$ cat src/hdl/dpfg_pkg.sv
// shared constants, types and the firecode crc step for the frame gate
// no dependencies
`default_nettype none

package dpfg_pkg;

   // header geometry
   localparam int unsigned HEADER_BYTES = 12;
   localparam int unsigned CNT_W        = $clog2(HEADER_BYTES + 1);
   localparam int unsigned IDX_W        = $clog2(HEADER_BYTES);

   // firecode crc
   localparam logic [15:0] FC_POLY = 16'h782F;

   // reset value of the extra frame count register
   localparam logic [3:0] EXTRA_FRAMES_RESET = 4'd4;

   // controller to datapath commands
   typedef struct packed {
      logic             accept;
      logic             load_pass;
      logic             load_hdr;
      logic [IDX_W-1:0] hdr_idx;
   } cmd_type;

   // datapath to controller status for the byte on the input
   typedef struct packed {
      logic hdr_hit;
      logic pass_hit;
   } status_type;

   // one byte through the crc, msb first
   function automatic logic [15:0] crc_byte(input logic [15:0] crc, input logic [7:0] b);
      logic [15:0] c;
      c = crc ^ {b, 8'h00};
      for (int k = 0; k < 8; k++) begin
         if (c[15]) begin
            c = {c[14:0], 1'b0} ^ FC_POLY;
         end else begin
            c = {c[14:0], 1'b0};
         end
      end
      return c;
   endfunction

endpackage

`default_nettype wire

$ cat src/hdl/dpfg_datapath.sv
// datapath: byte counter, firecode and crc registers, header store, output payload
// depends on dpfg_pkg
`default_nettype none

module dpfg_datapath (
   input  wire logic                 clock,
   input  wire logic                 reset,
   input  wire logic [7:0]           req_data_byte,
   input  wire logic                 req_sync_flag,
   input  wire logic                 csr_wr_en,
   input  wire logic [3:0]           csr_wr_data,
   input  wire dpfg_pkg::cmd_type    cmd,
   output dpfg_pkg::status_type      status,
   output logic [7:0]                rsp_out_byte,
   output logic                      rsp_frame_start,
   output logic                      rsp_last
);

   logic [3:0]                 extra_frames_ff;
   logic [dpfg_pkg::CNT_W-1:0] byte_count_ff, byte_count_in;
   logic [15:0]                received_code_ff, received_code_in;
   logic [15:0]                computed_code_ff, computed_code_in;
   logic                       check_passed_ff, check_passed_in;
   logic [3:0]                 frames_left_ff, frames_left_in;
   logic [7:0]                 header_store_ff [dpfg_pkg::HEADER_BYTES];
   logic [7:0]                 out_byte_ff, out_byte_in;
   logic                       frame_start_ff, frame_start_in;
   logic                       last_ff, last_in;

   logic                       keep_gate;
   logic                       restart;
   logic [dpfg_pkg::CNT_W-1:0] eff_count;
   logic [15:0]                eff_crc;
   logic                       eff_passed;
   logic [3:0]                 eff_frames;
   logic                       in_header;
   logic                       hdr_hit;

   // sync handling and header check for the byte on the input
   always_comb begin
      keep_gate  = check_passed_ff && (frames_left_ff != 4'd0);
      restart    = req_sync_flag && !keep_gate;
      eff_count  = restart ? '0 : byte_count_ff;
      eff_crc    = restart ? 16'h0000 : computed_code_ff;
      eff_passed = restart ? 1'b0 : check_passed_ff;
      eff_frames = (req_sync_flag && keep_gate) ? (frames_left_ff - 4'd1) : frames_left_ff;
      in_header  = eff_count < dpfg_pkg::CNT_W'(dpfg_pkg::HEADER_BYTES);
      hdr_hit    = in_header
                && (eff_count == dpfg_pkg::CNT_W'(dpfg_pkg::HEADER_BYTES - 1))
                && (eff_crc == received_code_ff);
      status.hdr_hit  = hdr_hit;
      status.pass_hit = !in_header && eff_passed;
   end

   // next state of the gate on an accepted transaction
   always_comb begin
      byte_count_in    = eff_count;
      received_code_in = received_code_ff;
      computed_code_in = eff_crc;
      check_passed_in  = eff_passed;
      frames_left_in   = eff_frames;
      if (in_header) begin
         if (eff_count < dpfg_pkg::CNT_W'(2)) begin
            received_code_in = {received_code_ff[7:0], req_data_byte};
         end else if (eff_count < dpfg_pkg::CNT_W'(dpfg_pkg::HEADER_BYTES - 1)) begin
            computed_code_in = dpfg_pkg::crc_byte(eff_crc, req_data_byte);
         end
         if (hdr_hit) begin
            check_passed_in = 1'b1;
            frames_left_in  = extra_frames_ff;
         end
         byte_count_in = eff_count + dpfg_pkg::CNT_W'(1);
      end
   end

   // output payload selection
   always_comb begin
      out_byte_in    = out_byte_ff;
      frame_start_in = frame_start_ff;
      last_in        = last_ff;
      if (cmd.load_pass) begin
         out_byte_in    = req_data_byte;
         frame_start_in = 1'b0;
         last_in        = 1'b1;
      end else if (cmd.load_hdr) begin
         out_byte_in    = header_store_ff[cmd.hdr_idx];
         frame_start_in = cmd.hdr_idx == '0;
         last_in        = cmd.hdr_idx == dpfg_pkg::IDX_W'(dpfg_pkg::HEADER_BYTES - 1);
      end
   end

   // gate state and configuration register
   always_ff @(posedge clock) begin
      if (reset) begin
         extra_frames_ff  <= dpfg_pkg::EXTRA_FRAMES_RESET;
         byte_count_ff    <= '0;
         received_code_ff <= 16'h0000;
         computed_code_ff <= 16'h0000;
         check_passed_ff  <= 1'b0;
         frames_left_ff   <= 4'd0;
      end else begin
         if (csr_wr_en) begin
            extra_frames_ff <= csr_wr_data;
         end
         if (cmd.accept) begin
            byte_count_ff    <= byte_count_in;
            received_code_ff <= received_code_in;
            computed_code_ff <= computed_code_in;
            check_passed_ff  <= check_passed_in;
            frames_left_ff   <= frames_left_in;
         end
      end
   end

   // header store and output payload, no reset
   always_ff @(posedge clock) begin
      if (cmd.accept && in_header) begin
         header_store_ff[eff_count[dpfg_pkg::IDX_W-1:0]] <= req_data_byte;
      end
      out_byte_ff    <= out_byte_in;
      frame_start_ff <= frame_start_in;
      last_ff        <= last_in;
   end

   assign rsp_out_byte    = out_byte_ff;
   assign rsp_frame_start = frame_start_ff;
   assign rsp_last        = last_ff;

endmodule

`default_nettype wire

$ cat src/hdl/dpfg_controller.sv
// controller: input handshake, header burst sequencing, output valid
// depends on dpfg_pkg
`default_nettype none

module dpfg_controller (
   input  wire logic                    clock,
   input  wire logic                    reset,
   input  wire logic                    req_valid,
   output logic                         req_ready,
   output logic                         rsp_valid,
   input  wire logic                    rsp_ready,
   input  wire dpfg_pkg::status_type    status,
   output dpfg_pkg::cmd_type            cmd
);

   typedef enum logic [0:0] {
      ST_RUN,
      ST_BURST
   } state_type;

   state_type                  state_ff, state_in;
   logic                       rsp_valid_ff, rsp_valid_in;
   logic [dpfg_pkg::IDX_W-1:0] idx_ff, idx_in;
   logic                       out_free;

   // next state, commands and output valid
   always_comb begin
      out_free      = !rsp_valid_ff || rsp_ready;
      state_in      = state_ff;
      idx_in        = idx_ff;
      rsp_valid_in  = rsp_valid_ff && !rsp_ready;
      req_ready     = 1'b0;
      cmd.accept    = 1'b0;
      cmd.load_pass = 1'b0;
      cmd.load_hdr  = 1'b0;
      cmd.hdr_idx   = idx_ff;
      unique case (state_ff)
         ST_RUN: begin
            req_ready  = out_free;
            cmd.accept = req_valid && out_free;
            if (cmd.accept && status.pass_hit) begin
               cmd.load_pass = 1'b1;
               rsp_valid_in  = 1'b1;
            end else if (cmd.accept && status.hdr_hit) begin
               state_in = ST_BURST;
               idx_in   = '0;
            end
         end
         ST_BURST: begin
            if (out_free) begin
               cmd.load_hdr = 1'b1;
               rsp_valid_in = 1'b1;
               idx_in       = idx_ff + dpfg_pkg::IDX_W'(1);
               if (idx_ff == dpfg_pkg::IDX_W'(dpfg_pkg::HEADER_BYTES - 1)) begin
                  state_in = ST_RUN;
               end
            end
         end
         default: begin
            state_in = ST_RUN;
         end
      endcase
   end

   // state and registered outputs
   always_ff @(posedge clock) begin
      if (reset) begin
         state_ff     <= ST_RUN;
         rsp_valid_ff <= 1'b0;
         idx_ff       <= '0;
      end else begin
         state_ff     <= state_in;
         rsp_valid_ff <= rsp_valid_in;
         idx_ff       <= idx_in;
      end
   end

   assign rsp_valid = rsp_valid_ff;

endmodule

`default_nettype wire

$ cat src/hdl/dab_plus_firecode_frame_gate.sv
// Superframe firecode gate. Bytes enter one per cycle while the output register is free:
// during header collection, failed-check dropping and passthrough the block sustains one
// transaction per cycle. When the 12th header byte (HEADER_BYTES) completes a matching
// firecode, the stored header is replayed from the header store one entry per cycle
// through the single output register while it is free, with req_ready held low meanwhile.
// Throughput is set by that output register. No clearing pass is run after reset. The
// user must write extra_frames through csr_wr_en/csr_wr_data while idle; not enforced.
// depends on dpfg_pkg, dpfg_controller, dpfg_datapath
`default_nettype none

module dab_plus_firecode_frame_gate (
   input  wire logic       clock,
   input  wire logic       reset,
   input  wire logic       req_valid,
   output logic            req_ready,
   input  wire logic [7:0] req_data_byte,
   input  wire logic       req_sync_flag,
   output logic            rsp_valid,
   input  wire logic       rsp_ready,
   output logic [7:0]      rsp_out_byte,
   output logic            rsp_frame_start,
   output logic            rsp_last,
   input  wire logic       csr_wr_en,
   input  wire logic [3:0] csr_wr_data
);

   dpfg_pkg::cmd_type    cmd;
   dpfg_pkg::status_type status;

   // handshake and burst sequencing
   dpfg_controller u_ctrl (
      .clock     (clock),
      .reset     (reset),
      .req_valid (req_valid),
      .req_ready (req_ready),
      .rsp_valid (rsp_valid),
      .rsp_ready (rsp_ready),
      .status    (status),
      .cmd       (cmd)
   );

   // gate state, header store and output payload
   dpfg_datapath u_dp (
      .clock           (clock),
      .reset           (reset),
      .req_data_byte   (req_data_byte),
      .req_sync_flag   (req_sync_flag),
      .csr_wr_en       (csr_wr_en),
      .csr_wr_data     (csr_wr_data),
      .cmd             (cmd),
      .status          (status),
      .rsp_out_byte    (rsp_out_byte),
      .rsp_frame_start (rsp_frame_start),
      .rsp_last        (rsp_last)
   );

endmodule

`default_nettype wire

$ cat config.mk
export PLATFORM = sky130hd
export DESIGN_NAME = dab_plus_firecode_frame_gate
export DESIGN_NICKNAME = d
export VERILOG_FILES = /design/src/hdl/dpfg_pkg.sv /design/src/hdl/dpfg_datapath.sv /design/src/hdl/dpfg_controller.sv /design/src/hdl/dab_plus_firecode_frame_gate.sv
export SDC_FILE = /design/constraint.sdc
export NUM_CORES = 1
export LEC_CHECK = 0
export ABC_AREA = 1
export BUFFER_PORTS_ARGS = -buffer_cell sky130_fd_sc_hd__buf_2
export CAP_MARGIN = 20
export CORE_UTILIZATION = 55
export CTS_CLUSTER_SIZE = 20
export DETAILED_ROUTE_END_ITERATION = 10
export PLACE_DENSITY = 0.72
export RECOVER_POWER = 50
export REMOVE_ABC_BUFFERS = 1
export SLEW_MARGIN = 20
export SYNTH_ARGS = -nofsm -noshare
export SYNTH_HDL_FRONTEND = slang
export SYNTH_SLANG_ARGS = --single-unit
$ cat constraint.sdc
create_clock -name clock -period 6.65 [get_ports clock]
set_input_delay 0.3325 -clock clock [delete_from_list [all_inputs] [get_ports clock]]
set_output_delay 0.3325 -clock clock [all_outputs]
set_load 0.005 [all_outputs]
# Word level (Yosys, flattened, before mapping)
# Memories as Yosys holds them, arrays and structs flattened. A register that Yosys moved wholly into a read port is not among the register bits.
# Cells that the tools add are included.
op_classes:
  n_mul: 0
  magnitude_cmp: 3
  bitwise_logic: 10
  addsub: 3
  n_eq_ne: 6
  shift: 0
  mux: 64
  n_div: 0
  reduce_logical: 21
op_table:
  columns: ["op", "n"]
  rows:
  - ["16-bit 2-to-1 mux", 25]
  - ["15-bit 2-to-1 mux", 8]
  - ["9-bit inverter", 8]
  - ["4-bit 2-to-1 mux", 10]
  - ["16-bit equality test", 1]
  - ["8-bit 2-to-1 mux", 2]
  - ["16-bit bitwise XOR", 1]
  - ["1-bit 2-to-1 mux", 15]
  - ["1-bit logical AND", 11]
  - ["4-bit by 1-bit adder with 4-bit output, second input constant", 2]
  - ["4-bit equality test, second input constant", 2]
  - ["4-bit less-than comparator, second input constant", 2]
  - ["4-bit one-hot mux with 2 select lines", 1]
  - ["3-bit AND reduction", 2]
  - ["1-bit zero test", 4]
  - ["4-bit zero test", 1]
  - ["4-bit by 2-bit less-than comparator with 1-bit output, second input constant", 1]
  - ["2-bit != test, second input constant", 2]
  - ["1-bit one-hot mux with 2 select lines", 2]
  - ["4-bit nonzero test", 1]
  - ["4-bit by 1-bit subtractor with 4-bit output, second input constant", 1]
  - ["2-bit 2-to-1 mux", 1]
  - ["2-bit by 1-bit != test with 1-bit output, second input constant", 1]
  - ["2-bit nonzero test", 1]
  - ["2 further kinds", 2]
totals:
  ff_bits: 61
  input_bits: 18
  rom_bits: 0
  ramBits: 96
  n_memories: 1
  latchBits: 0
  output_inout_bits: 12
  word_cells: 120
memory_table:
  columns: ["memory", "depth", "word_bits", "read_ports", "rd_ports_with_merged_regs", "wr", "line", "text"]
  rows:
  - ["u_dp.header_store_ff", 12, 8, 1, 1, 1, "dpfg_datapath.sv:25", "logic [7:0] header_store_ff [dpfg_pkg::HEADER_BYTES];"]

# Longest topological paths before layout
logic_depth:
  depth_word: 46
  ltp_mapped: 21
  ltp_nobuf: 20

# By module
# Synthesis repeated with hierarchy kept, for this count alone.
hier_totals:
  cells_unflattened: 826
  area_unflattened_um2: 7593.5
by_module_without_submodules:
  columns: ["mod", "area_each_um2", "instances", "cells_per_inst", "seq_area_each_um2"]
  rows:
  - ["dpfg_datapath", 7238.2, 1, 777, 4063.9]
  - ["dpfg_controller", 355.3, 1, 49, 120.1]

# Least setup slack after synthesis
# Ideal clock, no wire load.
synth_timing:
  path_type: "flip-flop to flip-flop"
  startpoint: "register u_dp.frames_left_ff[0]"
  endpoint: "memory u_dp.header_store_ff[7][0], enable pin"
  n_path_buf: 1
  path_stages_with_launch: 12
  setup_time_ns: 0.386
  synth_period_minus_slack_ns: 2.630
  required_ns: 6.264
  setup_slack_ns: 4.020
  t_arrival_ns: 2.245
  cell_sequence: "dfxtp_1 -> inv_1 -> ha_1 -> nand2_1 -> nand2_2 -> nand2_4 -> buf_12 -> inv_6 -> nor2_1 -> ha_1 -> inv_1 -> nor3_1"
synth_via:
  elab_chain_cells: 9
synth_rtl:
  columns: ["item", "line", "text"]
  rows:
  - ["start, declared", "dpfg_datapath.sv:24", "logic [3:0] frames_left_ff, frames_left_in;"]
  - ["start signal, assigned", "dpfg_datapath.sv:110", "frames_left_ff <= frames_left_in;"]
  - ["4-bit nonzero test (*)", "dpfg_datapath.sv:41", "keep_gate = check_passed_ff && (frames_left_ff != 4'd0);"]
  - ["1-bit logical AND (*)", "dpfg_datapath.sv:41", null]
  - ["1-bit zero test (*)", "dpfg_datapath.sv:42", "restart = req_sync_flag && !keep_gate;"]
  - ["1-bit logical AND (*)", "dpfg_datapath.sv:42", null]
  - ["4-bit 2-to-1 mux (*)", "dpfg_datapath.sv:43", "eff_count = restart ? '0 : byte_count_ff;"]
  - ["4-bit less-than comparator", "dpfg_datapath.sv:47", "in_header = eff_count < dpfg_pkg::CNT_W'(dpfg_pkg::HEADER_BYTES);"]
  - ["1-bit logical AND", "dpfg_datapath.sv:117", "if (cmd.accept && in_header) begin"]
  - ["1-bit 2-to-1 mux", "dpfg_datapath.sv:117", null]
  - ["1-bit 2-to-1 mux (not written as such)", "dpfg_datapath.sv:118", "header_store_ff[eff_count[dpfg_pkg::IDX_W-1:0]] <= req_data_byte;"]
  - ["end, declared", "dpfg_datapath.sv:25", null]
# Every way passes the cells marked *; elsewhere a longest branch is shown, timed or not.

# Worst setup path after layout
layout_timing:
  startpoint: "register u_dp.frames_left_ff[0]"
  endpoint: "register u_dp.computed_code_ff[9]"
layout_via:
  elab_chain_cells: 41
  word_cells_on_any_way: 45
  cone_classes: "order compare (3); mux (34); bitwise (4); reduce/logical (4)"
layout_rtl:
  columns: ["item", "line", "text"]
  rows:
  - ["4-bit nonzero test (*)", "dpfg_datapath.sv:41", null]
  - ["1-bit logical AND (*)", "dpfg_datapath.sv:41", null]
  - ["1-bit zero test (*)", "dpfg_datapath.sv:42", null]
  - ["1-bit logical AND (*)", "dpfg_datapath.sv:42", null]
  - ["16-bit 2-to-1 mux", "dpfg_datapath.sv:44", "eff_crc = restart ? 16'h0000 : computed_code_ff;"]
  - ["16-bit bitwise XOR", "dpfg_pkg.sv:35", "c = crc ^ {b, 8'h00};"]
  - ["9-bit inverter (no source line)", null, null]
  - ["15-bit 2-to-1 mux", "dpfg_pkg.sv:37", "if (c[15]) begin"]
  - ["(+25 left out)", null, null]
  - ["15-bit 2-to-1 mux", "dpfg_pkg.sv:37", null]
  - ["16-bit 2-to-1 mux", "dpfg_datapath.sv:65", "end else if (eff_count < dpfg_pkg::CNT_W'(dpfg_pkg::HEADER_BYTES - 1)) begin"]
  - ["16-bit 2-to-1 mux", "dpfg_datapath.sv:63", "if (eff_count < dpfg_pkg::CNT_W'(2)) begin"]
  - ["16-bit 2-to-1 mux", "dpfg_datapath.sv:62", "if (in_header) begin"]
  - ["15-bit 2-to-1 mux", "dpfg_pkg.sv:37", null]
  - ["16-bit 2-to-1 mux", "dpfg_datapath.sv:65", null]
  - ["16-bit 2-to-1 mux", "dpfg_datapath.sv:63", null]
  - ["16-bit 2-to-1 mux (*)", "dpfg_datapath.sv:62", null]
  - ["end signal, assigned", "dpfg_datapath.sv:108", "computed_code_ff <= computed_code_in;"]
  - ["end, declared", "dpfg_datapath.sv:22", "logic [15:0] computed_code_ff, computed_code_in;"]
# Every way passes the cells marked *; elsewhere a longest branch is shown, timed or not. The select of a mux whose other input is x is not followed.
# A chain may end at the register's enable or synchronous reset.

==> metrics <==
Sw Share=23.2%; Setup crit start kind=flip-flop; final cell count without fillers=1011; Worst R2R End=u_dp.computed_code_ff[9]$_SDFFE_PP0P_; Reg power frac=48.9%; Clk Latency, worst-skew pair=0.43 ns; cells taking the most area after synthesis=edfxtp_1 42%, dfxtp_1 15%, nand2_1 6.4%, o21ai_0 5.8%, nor2_1 4.6%; sequential area share after synthesis=57.1%; Synth Flop Type=edfxtp_1; CP required=6.96 ns; Worst R2R Start=u_dp.frames_left_ff[0]$_SDFFE_PP0P_; CTS tree=yes; Site Rows=42; Final ANT Viol Nets=0; RSZ-0062 raised after global routing=false; final max-slew violation count=0; Worst R2R Setup Slack=2.16 ns; Final Hold Fails=0; Area Growth Syn to Fin=10.6%; hold_sp=csr_wr_data[2]; Fin Setup TNS=0 ns; vias per std cell=5.79; H-tree levels=4; CP Capture Type=flip-flop; drt first pass iters=8; via count of the first global-routing pass=5338; Die X=119 µm; synthesized flop and latch total=161; total placed cells including tap cells=978; io pins=30; Hold Crit Class=primary input to flip-flop; synthesized area=0.00747 mm²; GR Overflow Total=0; fin crit period=4.49 ns; Net Switching=526 µW; worst-margin pin slew=1.24 ns; clock share of power=42.5%; hold path cells=3; fin nets=847; power per cell area=274 mW/mm²; Vias=5857; Leak=0.00313 µW; Core Area=0.0132 mm²; async set-or-reset flop fraction in the synthesized netlist=0%; area leader, netlist=edfxtp_1; wirelength, routed=17600 µm; status=complete, no violations; part of the cycle the worst path needs=67.5%; crit path DAT=4.80 ns; syn avg cell area=9.31 µm²; cts bufs inserted=17; # hold bufs at CTS=0; largest net degree at the start of global routing=50; CP Class=flip-flop to flip-flop; Vert. Die Dim=119 µm; Gate power share=8.6%; DP Wirelength=11700 µm; Max Freq=223 MHz; Filler cells=1106; final setup fails=0; post-cts sizing count=0; Worst Hold Path EP=u_dp.extra_frames_ff[2]$_SDFFE_PP1P_; Internal Power=1740 µW; Max Cap Viol=0; area of the die=0.0141 mm²; VDD IR-drop max=0.000184 V; Reg2Reg Depth=17; clock root cell=clkbuf_16; DRT iter0 DRCs=582; YS warnings=0; Slew HR=17.4%; final design utilization=62.4%; DRC=0; GP Congestion=0.929; top cell type's share of synthesized area=41.8%; initial antenna violation count=0; cells after synthesis=803; initial core utilization=56.4%; clock-pin slew on the worst setup and hold paths=0.06 ns; worst setup path startpoint=u_dp.frames_left_ff[0]$_SDFFE_PP0P_; Layout Skew=0.00754 ns; layout cells sized above 1=9.34%; clock sink count=161; Tot GR Track Use=26.0%; DR WL/cell=17.4 µm; crit path max fanout=34; synth unique cells=45; Post-CTS Setup Bufs=0; Buffers on Ports=29; ANT cells=0; maximum clock path buffer count=2; first-pass GRT wire length=27600 µm; number of flops mapped to enable cells by yosys=104
-- cell usage after synthesis (2+ instances only) --
cell / number
nand2_2: 12
nand4_1: 3
buf_2: 6
xnor2_1: 13
edfxtp_1: 104
nor3_1: 11
a21oi_1: 47
o211ai_1: 16
nand2_1: 127
o22ai_1: 24
clkbuf_1: 25
a31oi_1: 5
dfxtp_1: 57
xor2_1: 13
nand2_4: 3
buf_6: 2
nor2_2: 4
o21ai_0: 87
inv_1: 65
nor2_1: 92
o21ai_1: 9
inv_2: 5
ha_1: 7
nand3_1: 45
-- cell type report --
| class | count | area (µm²) | share of cell area (%) |
|---|---|---|---|
| Timing Repair Buffer | 36 | 169 | 2.04 |
| Multi-Input combinational cell | 534 | 2760 | 33.4 |
| Clock inverter | 11 | 138 | 1.66 |
| Tap cell | 176 | 220 | 2.66 |
| Inverter | 72 | 272 | 3.28 |
| Sequential cell | 161 | 4260 | 51.6 |
| Clock buffer | 21 | 440 | 5.33 |
-- layout by cell type, fill, tap and decap left out, types with 4 or more instances in the layout --
cell	netlist	layout
a21oi_1	47	47
a31oi_1	5	5
buf_2	6	14
buf_4	1	4
clkbuf_1	25	21
clkbuf_16	0	17
dfxtp_1	57	57
edfxtp_1	104	104
ha_1	7	7
inv_1	65	66
inv_2	5	4
nand2_1	127	128
nand2_2	12	12
nand3_1	45	45
nor2_1	92	94
nor3_1	11	7
nor3_2	1	5
o211ai_1	16	16
o21ai_0	87	87
o21ai_1	9	9
o22ai_1	24	24
xnor2_1	13	13
xor2_1	13	13
-- power groups by stage --
| stage | combinational [µW] | clock (µW) | sequential (µW) |
|---|---|---|---|
| 6_report | 194 | 963 | 1110 |
| 5_1_grt | 217 | 1010 | 1110 |
| 4_1_cts | 194 | 970 | 1110 |
| 3_5_place_dp | 193 | 0 | 1130 |
| 3_3_place_gp | 189 | 0 | 1130 |
| 2_1_floorplan | 135 | 0 | 1120 |
-- logic make-up (layout without fill, tap and decap cells) --
kind of cell,count (synthesis),in the layout,synth area share [%]
AND/OR/NAND/NOR,306,306,18.1
flip-flops,161,161,57.1
AO/OA/AOI/OAI,194,194,14.4
buffers and inverters,108,140,6.06
XOR/XNOR,27,27,3.26
adder cells (fa/ha/maj),7,7,1.17
-- per-stage QoR --
stage / setup slack (ns) / cell area (µm²) / power, µW / hold WS (ns)
2_1_floorplan: 3.95 / 7300 / 1260 / 0.402
3_3_place_gp: 3.57 / 7710 / 1320 / 0.445
3_5_place_dp: 3.44 / 7710 / 1320 / 0.461
4_1_cts: 3.42 / 8290 / 2270 / 0.114
5_1_grt: 1.73 / 8270 / 2330 / 0.124
6_report: 2.16 / 8270 / 2260 / 0.122
-- worst max-delay path by stage --
| stage | to | slack [ns] | depth (start not counted) |
|---|---|---|---|
| floorplan | u_dp.header_store_ff[7][0]$_DFFE_PP_ | 3.95 | 10 |
| global placement | u_dp.header_store_ff[6][1]$_DFFE_PP_ | 3.57 | 12 |
| detailed placement | u_dp.header_store_ff[3][6]$_DFFE_PP_ | 3.44 | 12 |
| CTS | u_dp.header_store_ff[3][2]$_DFFE_PP_ | 3.42 | 12 |
| global route | u_dp.computed_code_ff[5]$_SDFFE_PP0P_ | 1.73 | 17 |
| finish | u_dp.computed_code_ff[9]$_SDFFE_PP0P_ | 2.16 | 17 |
-- worst max-delay path, stage by stage (launching register included) --
cell        delay, ns
dfxtp_1          0.37
inv_1            0.08
ha_1             0.21
nand2_1          0.08
nand2_2          0.05
nand2_1          0.89
clkinvlp_2       0.69
nor2_1           0.46
ha_1             0.22
inv_1            0.12
nor2_4           0.14
nor2_1           0.05
nand2_1          0.32
inv_2            0.25
a21oi_1          0.18
o21ai_1          0.09
o211ai_1         0.10
inv_1            0.06
-- flip-flops by register name, summed over array words and instances (netlist names), 4 cells and up, named ones only --
name                   flops
u_dp.header_store_ff      96
u_dp.frames_left_ff        4
u_dp.computed_code_ff     16
u_dp.received_code_ff     16
u_dp.rsp_out_byte          8
u_ctrl.idx_ff              4
u_dp.byte_count_ff         4
u_dp.extra_frames_ff       4
-- metal layers --
metal  global-route usage (%)  part of all wire [%]  up-vias
met5                        0                     0        -
met4                     12.1                   2.6        0
met3                     4.78                   6.5       35
met2                     42.2                    49      237
met1                     33.7                    42     2791
li1                         -                     -     2794
Power figures use the tool's default switching activity.
